===== config.mk =====
export PLATFORM = sky130hd
export DESIGN_NAME = look_disk_request_scheduler_top_flat
export DESIGN_NICKNAME = d
export VERILOG_FILES = /design/src/hdl/lds_pkg.sv /design/src/hdl/lds_req_if.sv /design/src/hdl/lds_res_if.sv /design/src/hdl/lds_ctrl.sv /design/src/hdl/lds_dp.sv /design/src/hdl/look_disk_request_scheduler_top.sv /design/src/flat_wrapper.sv
export SDC_FILE = /design/constraint.sdc
export NUM_CORES = 2
export LEC_CHECK = 0
export BUFFER_PORTS_ARGS = -buffer_cell sky130_fd_sc_hd__buf_4
export CAP_MARGIN = 0
export CORE_MARGIN = 2
export CORE_UTILIZATION = 44
export CTS_CLUSTER_DIAMETER = 50
export DETAILED_ROUTE_END_ITERATION = 10
export SYNTH_ARGS = -nofsm -noshare
export SYNTH_HDL_FRONTEND = slang
export SYNTH_HIERARCHICAL = 1
export SYNTH_SLANG_ARGS = --single-unit

===== constraint.sdc =====
create_clock -name i_clk -period 5.5 [get_ports i_clk]
set_input_delay 1.1 -clock i_clk [delete_from_list [all_inputs] [get_ports i_clk]]
set_output_delay 1.1 -clock i_clk [all_outputs]
set_load 0.02 [all_outputs]

===== src/hdl/lds_pkg.sv =====
// Shared constants, codes and control types of the LOOK disk request scheduler.
package lds_pkg;

    localparam int MAX_REQUESTS  = 32;
    localparam int CYLINDER_BITS = 16;

    // Widths of the transaction fields.
    localparam int CYL_W  = 16;
    localparam int STEP_W = 16;
    localparam int TOT_W  = 22;

    // Stored cylinders keep only the bits that both the field and the drive have.
    localparam int STORE_W = (CYLINDER_BITS < CYL_W) ? CYLINDER_BITS : CYL_W;
    localparam int IDX_W   = (MAX_REQUESTS > 1) ? $clog2(MAX_REQUESTS) : 1;
    localparam int CNT_W   = $clog2(MAX_REQUESTS + 1);

    localparam logic [TOT_W-1:0] TOTAL_MAX = {TOT_W{1'b1}};

    // Configuration port.
    localparam int CFG_W     = 16;
    localparam int CFG_IDX_W = 1;

    typedef enum logic [CFG_IDX_W-1:0] {
        CFG_START_HEAD  = 1'b0,
        CFG_SWEEP_RIGHT = 1'b1
    } t_cfg_idx;

    typedef enum logic [2:0] {
        ST_LOAD,
        ST_SCAN,
        ST_FETCH1,
        ST_CALC1,
        ST_FETCH2,
        ST_CALC2
    } t_state;

    typedef struct packed {
        logic load;
        logic scan_init;
        logic scan;
        logic fetch_up;
        logic fetch_down;
        logic restart;
        logic calc;
        logic clear;
    } t_dp_cmd;

    typedef struct packed {
        logic scan_hit;
        logic up_done;
        logic down_done;
        logic out_free;
    } t_dp_stat;

endpackage


===== src/hdl/lds_req_if.sv =====
// Request channel: one disk cylinder request per transaction.
interface lds_req_if;
    import lds_pkg::*;

    logic             valid;
    logic             ready;
    logic [CYL_W-1:0] request_cylinder;
    logic             batch_end;

    modport source (output valid, output request_cylinder, output batch_end, input ready);
    modport sink   (input valid, input request_cylinder, input batch_end, output ready);
endinterface


===== src/hdl/lds_res_if.sv =====
// Result channel: one served cylinder of the schedule per transaction.
interface lds_res_if;
    import lds_pkg::*;

    logic              valid;
    logic              ready;
    logic [CYL_W-1:0]  served_cylinder;
    logic [STEP_W-1:0] step_distance;
    logic [TOT_W-1:0]  total_movement;
    logic              last_served;

    modport source (
        output valid, output served_cylinder, output step_distance,
        output total_movement, output last_served, input ready
    );
    modport sink (
        input valid, input served_cylinder, input step_distance,
        input total_movement, input last_served, output ready
    );
endinterface


===== src/hdl/lds_ctrl.sv =====
// Sequencer for loading, split search and the two sweeps of the LOOK order.
module lds_ctrl (
    input  logic               i_clk,
    input  logic               i_rst_n,
    input  logic               i_in_valid,
    input  logic               i_batch_end,
    input  logic               i_sweep_right,
    input  lds_pkg::t_dp_stat  i_stat,
    output logic               o_in_ready,
    output lds_pkg::t_dp_cmd   o_cmd
);
    import lds_pkg::*;

    t_state r_state;
    t_state n_state;

    always_ff @(posedge i_clk) begin
        if (!i_rst_n) begin
            r_state <= ST_LOAD;
        end else begin
            r_state <= n_state;
        end
    end

    always_comb begin
        n_state    = r_state;
        o_cmd      = '0;
        o_in_ready = 1'b0;
        unique case (r_state)
            ST_LOAD: begin
                o_in_ready = 1'b1;
                if (i_in_valid) begin
                    o_cmd.load = 1'b1;
                    if (i_batch_end) begin
                        o_cmd.scan_init = 1'b1;
                        n_state         = ST_SCAN;
                    end
                end
            end
            ST_SCAN: begin
                o_cmd.scan = 1'b1;
                if (i_stat.scan_hit) begin
                    n_state = ST_FETCH1;
                end
            end
            ST_FETCH1: begin
                // The first sweep climbs from the split when it goes right.
                if (i_sweep_right) begin
                    if (i_stat.up_done) begin
                        o_cmd.restart = 1'b1;
                        n_state       = ST_FETCH2;
                    end else begin
                        o_cmd.fetch_up = 1'b1;
                        n_state        = ST_CALC1;
                    end
                end else begin
                    if (i_stat.down_done) begin
                        o_cmd.restart = 1'b1;
                        n_state       = ST_FETCH2;
                    end else begin
                        o_cmd.fetch_down = 1'b1;
                        n_state          = ST_CALC1;
                    end
                end
            end
            ST_CALC1: begin
                if (i_stat.out_free) begin
                    o_cmd.calc = 1'b1;
                    n_state    = ST_FETCH1;
                end
            end
            ST_FETCH2: begin
                if (i_sweep_right) begin
                    if (i_stat.down_done) begin
                        o_cmd.clear = 1'b1;
                        n_state     = ST_LOAD;
                    end else begin
                        o_cmd.fetch_down = 1'b1;
                        n_state          = ST_CALC2;
                    end
                end else begin
                    if (i_stat.up_done) begin
                        o_cmd.clear = 1'b1;
                        n_state     = ST_LOAD;
                    end else begin
                        o_cmd.fetch_up = 1'b1;
                        n_state        = ST_CALC2;
                    end
                end
            end
            ST_CALC2: begin
                if (i_stat.out_free) begin
                    o_cmd.calc = 1'b1;
                    n_state    = ST_FETCH2;
                end
            end
            default: begin
                n_state = ST_LOAD;
            end
        endcase
    end

endmodule


===== src/hdl/lds_dp.sv =====
// Sorted request chain, split pointer, seek arithmetic and result register.
module lds_dp (
    input  logic                         i_clk,
    input  logic                         i_rst_n,
    input  logic [lds_pkg::CYL_W-1:0]    i_cyl,
    input  logic [lds_pkg::STORE_W-1:0]  i_start_head,
    input  lds_pkg::t_dp_cmd             i_cmd,
    output lds_pkg::t_dp_stat            o_stat,
    lds_res_if.source                    o_res
);
    import lds_pkg::*;

    logic [STORE_W-1:0] r_cell [MAX_REQUESTS];
    logic [STORE_W-1:0] n_cell [MAX_REQUESTS];
    logic [MAX_REQUESTS-1:0] w_gt;

    logic [CNT_W-1:0]   r_count;
    logic [CNT_W-1:0]   r_pos;
    logic [CNT_W-1:0]   r_split;
    logic [CNT_W-1:0]   r_served;
    logic [STORE_W-1:0] r_head;
    logic [STORE_W-1:0] r_cyl;
    logic [TOT_W-1:0]   r_total;

    logic               r_out_valid;
    logic [CYL_W-1:0]   r_out_cyl;
    logic [STEP_W-1:0]  r_out_step;
    logic [TOT_W-1:0]   r_out_total;
    logic               r_out_last;

    logic [STORE_W-1:0] w_new;
    logic               w_room;
    logic [CNT_W-1:0]   w_pos_dec;
    logic [IDX_W-1:0]   w_addr;
    logic [STORE_W-1:0] w_rd;
    logic [STORE_W-1:0] w_dist;
    logic [TOT_W:0]     w_sum;
    logic [TOT_W-1:0]   w_total;

    assign w_new  = i_cyl[STORE_W-1:0];
    assign w_room = (r_count < CNT_W'(MAX_REQUESTS));

    // Insertion into the sorted chain: every entry above the new value moves up one
    // place, and the new value lands in the first place whose entry is larger.
    always_comb begin
        for (int i = 0; i < MAX_REQUESTS; i++) begin
            w_gt[i] = (CNT_W'(i) >= r_count) || (r_cell[i] > w_new);
        end
        for (int i = 0; i < MAX_REQUESTS; i++) begin
            if (i > 0 && w_gt[(i > 0) ? i - 1 : 0]) begin
                n_cell[i] = r_cell[(i > 0) ? i - 1 : 0];
            end else if (w_gt[i]) begin
                n_cell[i] = w_new;
            end else begin
                n_cell[i] = r_cell[i];
            end
        end
    end

    always_ff @(posedge i_clk) begin
        if (i_cmd.load && w_room) begin
            r_cell <= n_cell;
        end
    end

    // One read port serves the split search and both sweeps.
    assign w_pos_dec = r_pos - 1'b1;
    assign w_addr    = i_cmd.fetch_down ? w_pos_dec[IDX_W-1:0] : r_pos[IDX_W-1:0];
    assign w_rd      = r_cell[w_addr];

    assign o_stat.up_done   = (r_pos >= r_count);
    assign o_stat.down_done = (r_pos == '0);
    assign o_stat.scan_hit  = (r_pos >= r_count) || (w_rd >= r_head);
    assign o_stat.out_free  = !r_out_valid || o_res.ready;

    assign w_dist  = (r_cyl >= r_head) ? (r_cyl - r_head) : (r_head - r_cyl);
    assign w_sum   = {1'b0, r_total} + (TOT_W + 1)'(w_dist);
    assign w_total = w_sum[TOT_W] ? TOTAL_MAX : w_sum[TOT_W-1:0];

    always_ff @(posedge i_clk) begin
        if (!i_rst_n) begin
            r_count     <= '0;
            r_out_valid <= 1'b0;
        end else begin
            if (i_cmd.clear) begin
                r_count <= '0;
            end else if (i_cmd.load && w_room) begin
                r_count <= r_count + 1'b1;
            end
            if (i_cmd.calc) begin
                r_out_valid <= 1'b1;
            end else if (o_res.ready) begin
                r_out_valid <= 1'b0;
            end
        end
    end

    always_ff @(posedge i_clk) begin
        if (i_cmd.scan_init) begin
            r_pos <= '0;
        end else if (i_cmd.scan && !o_stat.scan_hit) begin
            r_pos <= r_pos + 1'b1;
        end else if (i_cmd.fetch_up) begin
            r_pos <= r_pos + 1'b1;
        end else if (i_cmd.fetch_down) begin
            r_pos <= w_pos_dec;
        end else if (i_cmd.restart) begin
            r_pos <= r_split;
        end

        if (i_cmd.scan && o_stat.scan_hit) begin
            r_split <= r_pos;
        end

        if (i_cmd.fetch_up || i_cmd.fetch_down) begin
            r_cyl <= w_rd;
        end

        if (i_cmd.scan_init) begin
            r_head   <= i_start_head;
            r_total  <= '0;
            r_served <= '0;
        end else if (i_cmd.calc) begin
            r_head   <= r_cyl;
            r_total  <= w_total;
            r_served <= r_served + 1'b1;
        end

        if (i_cmd.calc) begin
            r_out_cyl   <= CYL_W'(r_cyl);
            r_out_step  <= STEP_W'(w_dist);
            r_out_total <= w_total;
            r_out_last  <= ((r_served + 1'b1) == r_count);
        end
    end

    assign o_res.valid           = r_out_valid;
    assign o_res.served_cylinder = r_out_cyl;
    assign o_res.step_distance   = r_out_step;
    assign o_res.total_movement  = r_out_total;
    assign o_res.last_served     = r_out_last;

`ifndef SYNTHESIS
    a_count_range: assert property (@(posedge i_clk) disable iff (!i_rst_n)
        r_count <= CNT_W'(MAX_REQUESTS))
        else $error("request count exceeds the store depth");

    a_calc_free: assert property (@(posedge i_clk) disable iff (!i_rst_n)
        i_cmd.calc |-> o_stat.out_free)
        else $error("result computed while the previous one is still pending");

    a_calc_valid: assert property (@(posedge i_clk) disable iff (!i_rst_n)
        i_cmd.calc |=> r_out_valid)
        else $error("computed result was not presented");

    a_fetch_range: assert property (@(posedge i_clk) disable iff (!i_rst_n)
        (!i_cmd.fetch_up || (r_pos < r_count)) && (!i_cmd.fetch_down || (r_pos != '0)))
        else $error("sweep read outside the stored requests");
`endif

endmodule


===== src/hdl/look_disk_request_scheduler_top.sv =====
// Top level of the LOOK disk request scheduler: configuration registers and core.
//
//   channel   dir   handshake        payload
//   i_req     in    valid / ready    request_cylinder, batch_end
//   o_res     out   valid / ready    served_cylinder, step_distance, total_movement,
//                                    last_served
//   config    in    i_cfg_we         i_cfg_index, i_cfg_wdata
//
// Each request is inserted into the sorted chain of 32 registers as it is taken.
// After the batch-end transaction, the split search walks the chain through its one
// read port, then each result takes a read step and a seek arithmetic step, with a
// restart at the split at the sweep turn and a clear at the end of a batch.
// A result waiting in the output register stalls only the next seek computation.
// Reset is synchronous and needs no clearing pass.
module look_disk_request_scheduler_top (
    input  logic                            i_clk,
    input  logic                            i_rst_n,
    lds_req_if.sink                         i_req,
    lds_res_if.source                       o_res,
    input  logic                            i_cfg_we,
    input  logic [lds_pkg::CFG_IDX_W-1:0]   i_cfg_index,
    input  logic [lds_pkg::CFG_W-1:0]       i_cfg_wdata
);
    import lds_pkg::*;

    logic [STORE_W-1:0] r_start_head;
    logic               r_sweep_right;
    logic               w_in_ready;
    t_dp_cmd            w_cmd;
    t_dp_stat           w_stat;

    always_ff @(posedge i_clk) begin
        if (!i_rst_n) begin
            r_start_head  <= '0;
            r_sweep_right <= 1'b1;
        end else if (i_cfg_we) begin
            unique case (t_cfg_idx'(i_cfg_index))
                CFG_START_HEAD:  r_start_head  <= i_cfg_wdata[STORE_W-1:0];
                CFG_SWEEP_RIGHT: r_sweep_right <= i_cfg_wdata[0];
                default: begin
                end
            endcase
        end
    end

    assign i_req.ready = w_in_ready;

    lds_ctrl u_ctrl (
        .i_clk         (i_clk),
        .i_rst_n       (i_rst_n),
        .i_in_valid    (i_req.valid),
        .i_batch_end   (i_req.batch_end),
        .i_sweep_right (r_sweep_right),
        .i_stat        (w_stat),
        .o_in_ready    (w_in_ready),
        .o_cmd         (w_cmd)
    );

    lds_dp u_dp (
        .i_clk        (i_clk),
        .i_rst_n      (i_rst_n),
        .i_cyl        (i_req.request_cylinder),
        .i_start_head (r_start_head),
        .i_cmd        (w_cmd),
        .o_stat       (w_stat),
        .o_res        (o_res)
    );

endmodule

===== src/flat_wrapper.sv =====
// flat-port wrapper written by rule: the top's interface ports become plain ports
module look_disk_request_scheduler_top_flat import lds_pkg::*;
  (i_clk, i_rst_n, i_cfg_we, i_cfg_index, i_cfg_wdata, i_req_valid, i_req_request_cylinder, i_req_batch_end, i_req_ready, o_res_valid, o_res_served_cylinder, o_res_step_distance, o_res_total_movement, o_res_last_served, o_res_ready);
  lds_req_if i_req_i ();
  lds_res_if o_res_i ();
  input  logic i_clk;
  input  logic i_rst_n;
  input  logic i_cfg_we;
  input  logic [lds_pkg::CFG_IDX_W-1:0] i_cfg_index;
  input  logic [lds_pkg::CFG_W-1:0] i_cfg_wdata;
  input wire logic [$bits(i_req_i.valid)-1:0] i_req_valid;
  input wire logic [$bits(i_req_i.request_cylinder)-1:0] i_req_request_cylinder;
  input wire logic [$bits(i_req_i.batch_end)-1:0] i_req_batch_end;
  output wire logic [$bits(i_req_i.ready)-1:0] i_req_ready;
  output wire logic [$bits(o_res_i.valid)-1:0] o_res_valid;
  output wire logic [$bits(o_res_i.served_cylinder)-1:0] o_res_served_cylinder;
  output wire logic [$bits(o_res_i.step_distance)-1:0] o_res_step_distance;
  output wire logic [$bits(o_res_i.total_movement)-1:0] o_res_total_movement;
  output wire logic [$bits(o_res_i.last_served)-1:0] o_res_last_served;
  input wire logic [$bits(o_res_i.ready)-1:0] o_res_ready;
  assign i_req_i.valid = i_req_valid;
  assign i_req_i.request_cylinder = i_req_request_cylinder;
  assign i_req_i.batch_end = i_req_batch_end;
  assign i_req_ready = i_req_i.ready;
  assign o_res_valid = o_res_i.valid;
  assign o_res_served_cylinder = o_res_i.served_cylinder;
  assign o_res_step_distance = o_res_i.step_distance;
  assign o_res_total_movement = o_res_i.total_movement;
  assign o_res_last_served = o_res_i.last_served;
  assign o_res_i.ready = o_res_ready;
  look_disk_request_scheduler_top u_core (.i_clk(i_clk), .i_rst_n(i_rst_n), .i_req(i_req_i), .o_res(o_res_i), .i_cfg_we(i_cfg_we), .i_cfg_index(i_cfg_index), .i_cfg_wdata(i_cfg_wdata));
endmodule

==> results.sh <==
export IMPL_slew_violations=0
export IMPL_vdd_ir_drop_max_mv=0.292
export IMPL_die_w_um=328
export IMPL_muxShareOfSynthArea_pct=19.4
export IMPL_cp_required_ns=6.09
export IMPL_cts_buffers=100
export IMPL_ios=96
export IMPL_instances_no_fill=5498
export IMPL_cp_arrival_ns=5.82
export IMPL_wl_per_cell_um=28.2
export IMPL_gp_congestion=0.939
export IMPL_ys_types=87
export IMPL_place_area_um2=49300
export IMPL_groute_usage_overall_pct=28.6
export IMPL_drtAntennaViolNets=0
export IMPL_skew_ns=0.0245
export IMPL_postSynthCellCount=3817
export IMPL_start_util_pct=44.5
export IMPL_core_um2=104000
export IMPL_fmax_mhz=191
export IMPL_switchingPower_w=0.0108
export IMPL_dp_cells=5296
export IMPL_fin_area_um2=53000
export IMPL_syn_avg_cell_area_um2=12.1
export IMPL_final_min_clock_period_ns=5.23
export IMPL_outcome="complete, no violations"
export IMPL_vias=34600
export IMPL_synthSimpleGateAreaFrac_pct=9.24
export IMPL_crit_slowest_cell="mux4_2"
export IMPL_overflow=0
export IMPL_synth_seq_area_share_pct=42.1
export IMPL_hp_class="flip-flop to flip-flop"
export IMPL_slew_headroom_pct=24.4
export IMPL_holdBufCountCts=0
export IMPL_area_delta_synth_final_pct=15.0
export IMPL_synth_compound_area_share_pct=9.83
export IMPL_async_flop_share_pct=0
export IMPL_yosys_warnings=6
export IMPL_drc=0
export IMPL_insertion_delay_ns=0.69
export IMPL_grt_pass1_wl_um=228000
export IMPL_cp_end_kind="flip-flop"
export IMPL_h_tree_depth=3
export IMPL_pwr_share_clk_pct=24.0
export IMPL_power_internal_w=0.0171
export IMPL_p_comb_share_pct=42.5
export IMPL_die_y_um=328
export IMPL_antenna_cells=0
export IMPL_p_sw_share_pct=38.7
export IMPL_rsz0062_at_grt="true"
export IMPL_cap_viol_max_count=0
export IMPL_grt_pass1_vias=33600
export IMPL_hold_viol_final=0
export IMPL_grt_max_degree=56
export IMPL_synth_edf_count=605
export IMPL_seqPwrFrac_pct=33.6
export IMPL_path_max_fanout=19
export IMPL_root_buffer="clkbuf_16"
export IMPL_antenna_found_initial=5
export IMPL_fillers=9158
export IMPL_die_area_um2=107000
export IMPL_nets=4645
export IMPL_synth_top_family_by_area="multiplexers"
export IMPL_power_density_nw_per_um2=527
export IMPL_finalCritPeriodShare_pct=95.1
export IMPL_critPathLaunchType="flip-flop"
export IMPL_worst_pin_slew_ns=1.13
export IMPL_firstDrtPassIters=7
export IMPL_drtIter0Drc=3392
export IMPL_setup_viol=0
export IMPL_drt_wl_total_um=155000
export IMPL_path_cells="inv_1 > ha_1 > nand2_1 > nor3_1 > nor3_2 > buf_4 > o21a_4 > buf_12 > mux4_2 > nand2_1 > nand3_1 > nand3_1 > o21ai_0 > ha_1 > a21o_1 > nand3_1 > a21oi_1 > nor4_2 > buf_4 > a31oi_1 > buf_4 > nor3_1 > a21oi_1 > o32ai_1"
export IMPL_dp_hpwl_um=110000
export IMPL_clkTransAtPathRegs_ns=0.06
export IMPL_hold_ws_ns=0.462
export IMPL_synthFlopType="edfxtp_1"
export IMPL_critical_path_class="flip-flop to flip-flop"
export IMPL_synthAdderAreaFrac_pct=15.6
export IMPL_vias_per_cell=6.29
export IMPL_clock_path_buffers=3
export IMPL_ys_ff_latch=666
export IMPL_drive_gt1_share_pct=29.0
export IMPL_row_count=118
export IMPL_cpPeakStageDelay_ns=0.57
export IMPL_synth_xor_area_share_pct=0.969
export IMPL_power_leakage_nw=20.6
export IMPL_syn_nets=4430
export IMPL_portBuffers=95
export IMPL_tritoncts="yes"
export IMPL_cts_num_sinks=666
export IMPL_netlist_area_um2=46100
## repair_timing
item                                    in CTS  in global routing
pin swaps                                    1                  2
resized for setup                            0                 13
buffers inserted                             2                 10
cloned                                       0                  2
endpoints found under the setup margin       1                 52
## sequential cells by signal (all words and copies together) (netlist names), 16 cells and up
name	count
u_core/u_dp/r_cell	512
u_core/u_dp/o_res.total_movement	22
u_core/u_dp/r_total	22
u_core/r_start_head	16
u_core/u_dp/o_res.served_cylinder	16
u_core/u_dp/o_res.step_distance	16
u_core/u_dp/r_cyl	16
u_core/u_dp/r_head	16
## worst paths after layout
kind | slack, ns | depth (start not counted) | from | endpoint
worst max-delay path | 0.27 | 24 | u_core/u_dp/r_pos[0] | u_core/u_dp/r_pos[5]
worst min-delay path | 0.46 | 2 | u_core/r_start_head[5] | u_core/r_start_head[5]
worst min register to register | 0.46 | 2 | u_core/r_start_head[5] | u_core/r_start_head[5]
worst max register to register | 0.27 | 24 | u_core/u_dp/r_pos[0] | u_core/u_dp/r_pos[5]
## cell type report
class	count	area, µm²	area share (%)
clock inverter	77	888	1.68
clock buffer	111	2600	4.90
timing repair buffer	294	2480	4.68
tap	1380	1730	3.26
inverter	112	420	0.793
sequential	666	19400	36.6
multi-input combinational	2858	25500	48.1
## cells by family (layout without fill, tap and decap cells)
logic type	after synthesis	in the layout
simple gates	879	879
compound gates	693	693
flops	666	666
mux	661	661
fa+ha+maj	574	574
buf+inv	293	594
xor+xnor	51	51
## placed cells by master (no fill, tap or decap), types with 57 or more instances in the layout
| cell | netlist | layout |
|---|---|---|
| nand4_1 | 118 | 118 |
| inv_1 | 107 | 92 |
| dfxtp_1 | 61 | 61 |
| nor3_1 | 74 | 73 |
| clkbuf_16 | 0 | 104 |
| a21oi_1 | 175 | 175 |
| a21o_1 | 77 | 77 |
| nand3_1 | 99 | 98 |
| mux4_2 | 134 | 134 |
| ha_1 | 571 | 571 |
| edfxtp_1 | 605 | 605 |
| nor2_1 | 146 | 146 |
| nand2_1 | 281 | 280 |
| o21ai_0 | 177 | 174 |
| o21a_1 | 58 | 57 |
| buf_4 | 16 | 271 |
| mux2_2 | 500 | 500 |
## synthesized netlist by cell type, types with 16 or more instances
cell type / number / area, µm²
nor3_1: 74 / 370
or2_2: 20 / 125
o211ai_1: 25 / 188
edfxtp_1: 605 / 18200
inv_1: 107 / 402
mux4_2: 134 / 3020
ha_1: 571 / 7140
nand2b_1: 34 / 213
a2111oi_0: 21 / 184
nand3_1: 99 / 495
buf_2: 51 / 255
o21ai_0: 177 / 886
mux2_2: 500 / 5630
nand4_1: 118 / 738
a21oi_1: 175 / 876
mux2i_1: 26 / 260
xor2_1: 23 / 201
a21o_1: 77 / 578
a211oi_1: 34 / 255
clkbuf_1: 99 / 372
o21a_1: 58 / 435
xnor2_1: 28 / 245
nand2_1: 281 / 1050
nor2b_1: 46 / 288
buf_4: 16 / 120
dfxtp_1: 61 / 1220
a31oi_1: 16 / 100
nor2_1: 146 / 548
## power groups by stage
stage	Clock, W	Combinational [W]	Sequential, W
floorplan	0	0.00798	0.00855
global placement	0	0.0113	0.00942
detailed placement	0	0.0115	0.00940
CTS	0.00678	0.0116	0.00931
global route	0.00699	0.0129	0.00944
finish	0.00669	0.0119	0.00938
## worst max-delay path: cells and delay by family (launching register included)
family,cells,cell delay [ns]
adder cells (fa/ha/maj),2,0.52
flip-flops,1,0.33
multiplexers,1,0.57
buffers and inverters,5,0.89
AO/OA/AOI/OAI,7,1.23
AND/OR/NAND/NOR,9,1.56
## stage by stage
step / utilization, % / worst slack, ns / power (W) / setup TNS [ns]
finish: 51.1 / 0.269 / 0.0279 / 0
global route: 51.1 / -0.0474 / 0.0293 / -0.0474
CTS: 51.0 / 0.000411 / 0.0276 / 0
detailed placement: 47.6 / 0.000328 / 0.0209 / 0
global placement: 47.6 / 0.0892 / 0.0207 / 0
floorplan: - / 0.604 / 0.0165 / 0
## metal layers
layer	vias up	GRT usage, %	wire length, µm	share of wire (%)
li1	15400	-	-	-
met1	17200	38.1	64200	41
met2	1592	46.2	71800	46
met3	402	4.25	11300	7.3
met4	6	13.1	7990	5.1
met5	-	0	33	0.021
Power figures use the tool's default switching activity.
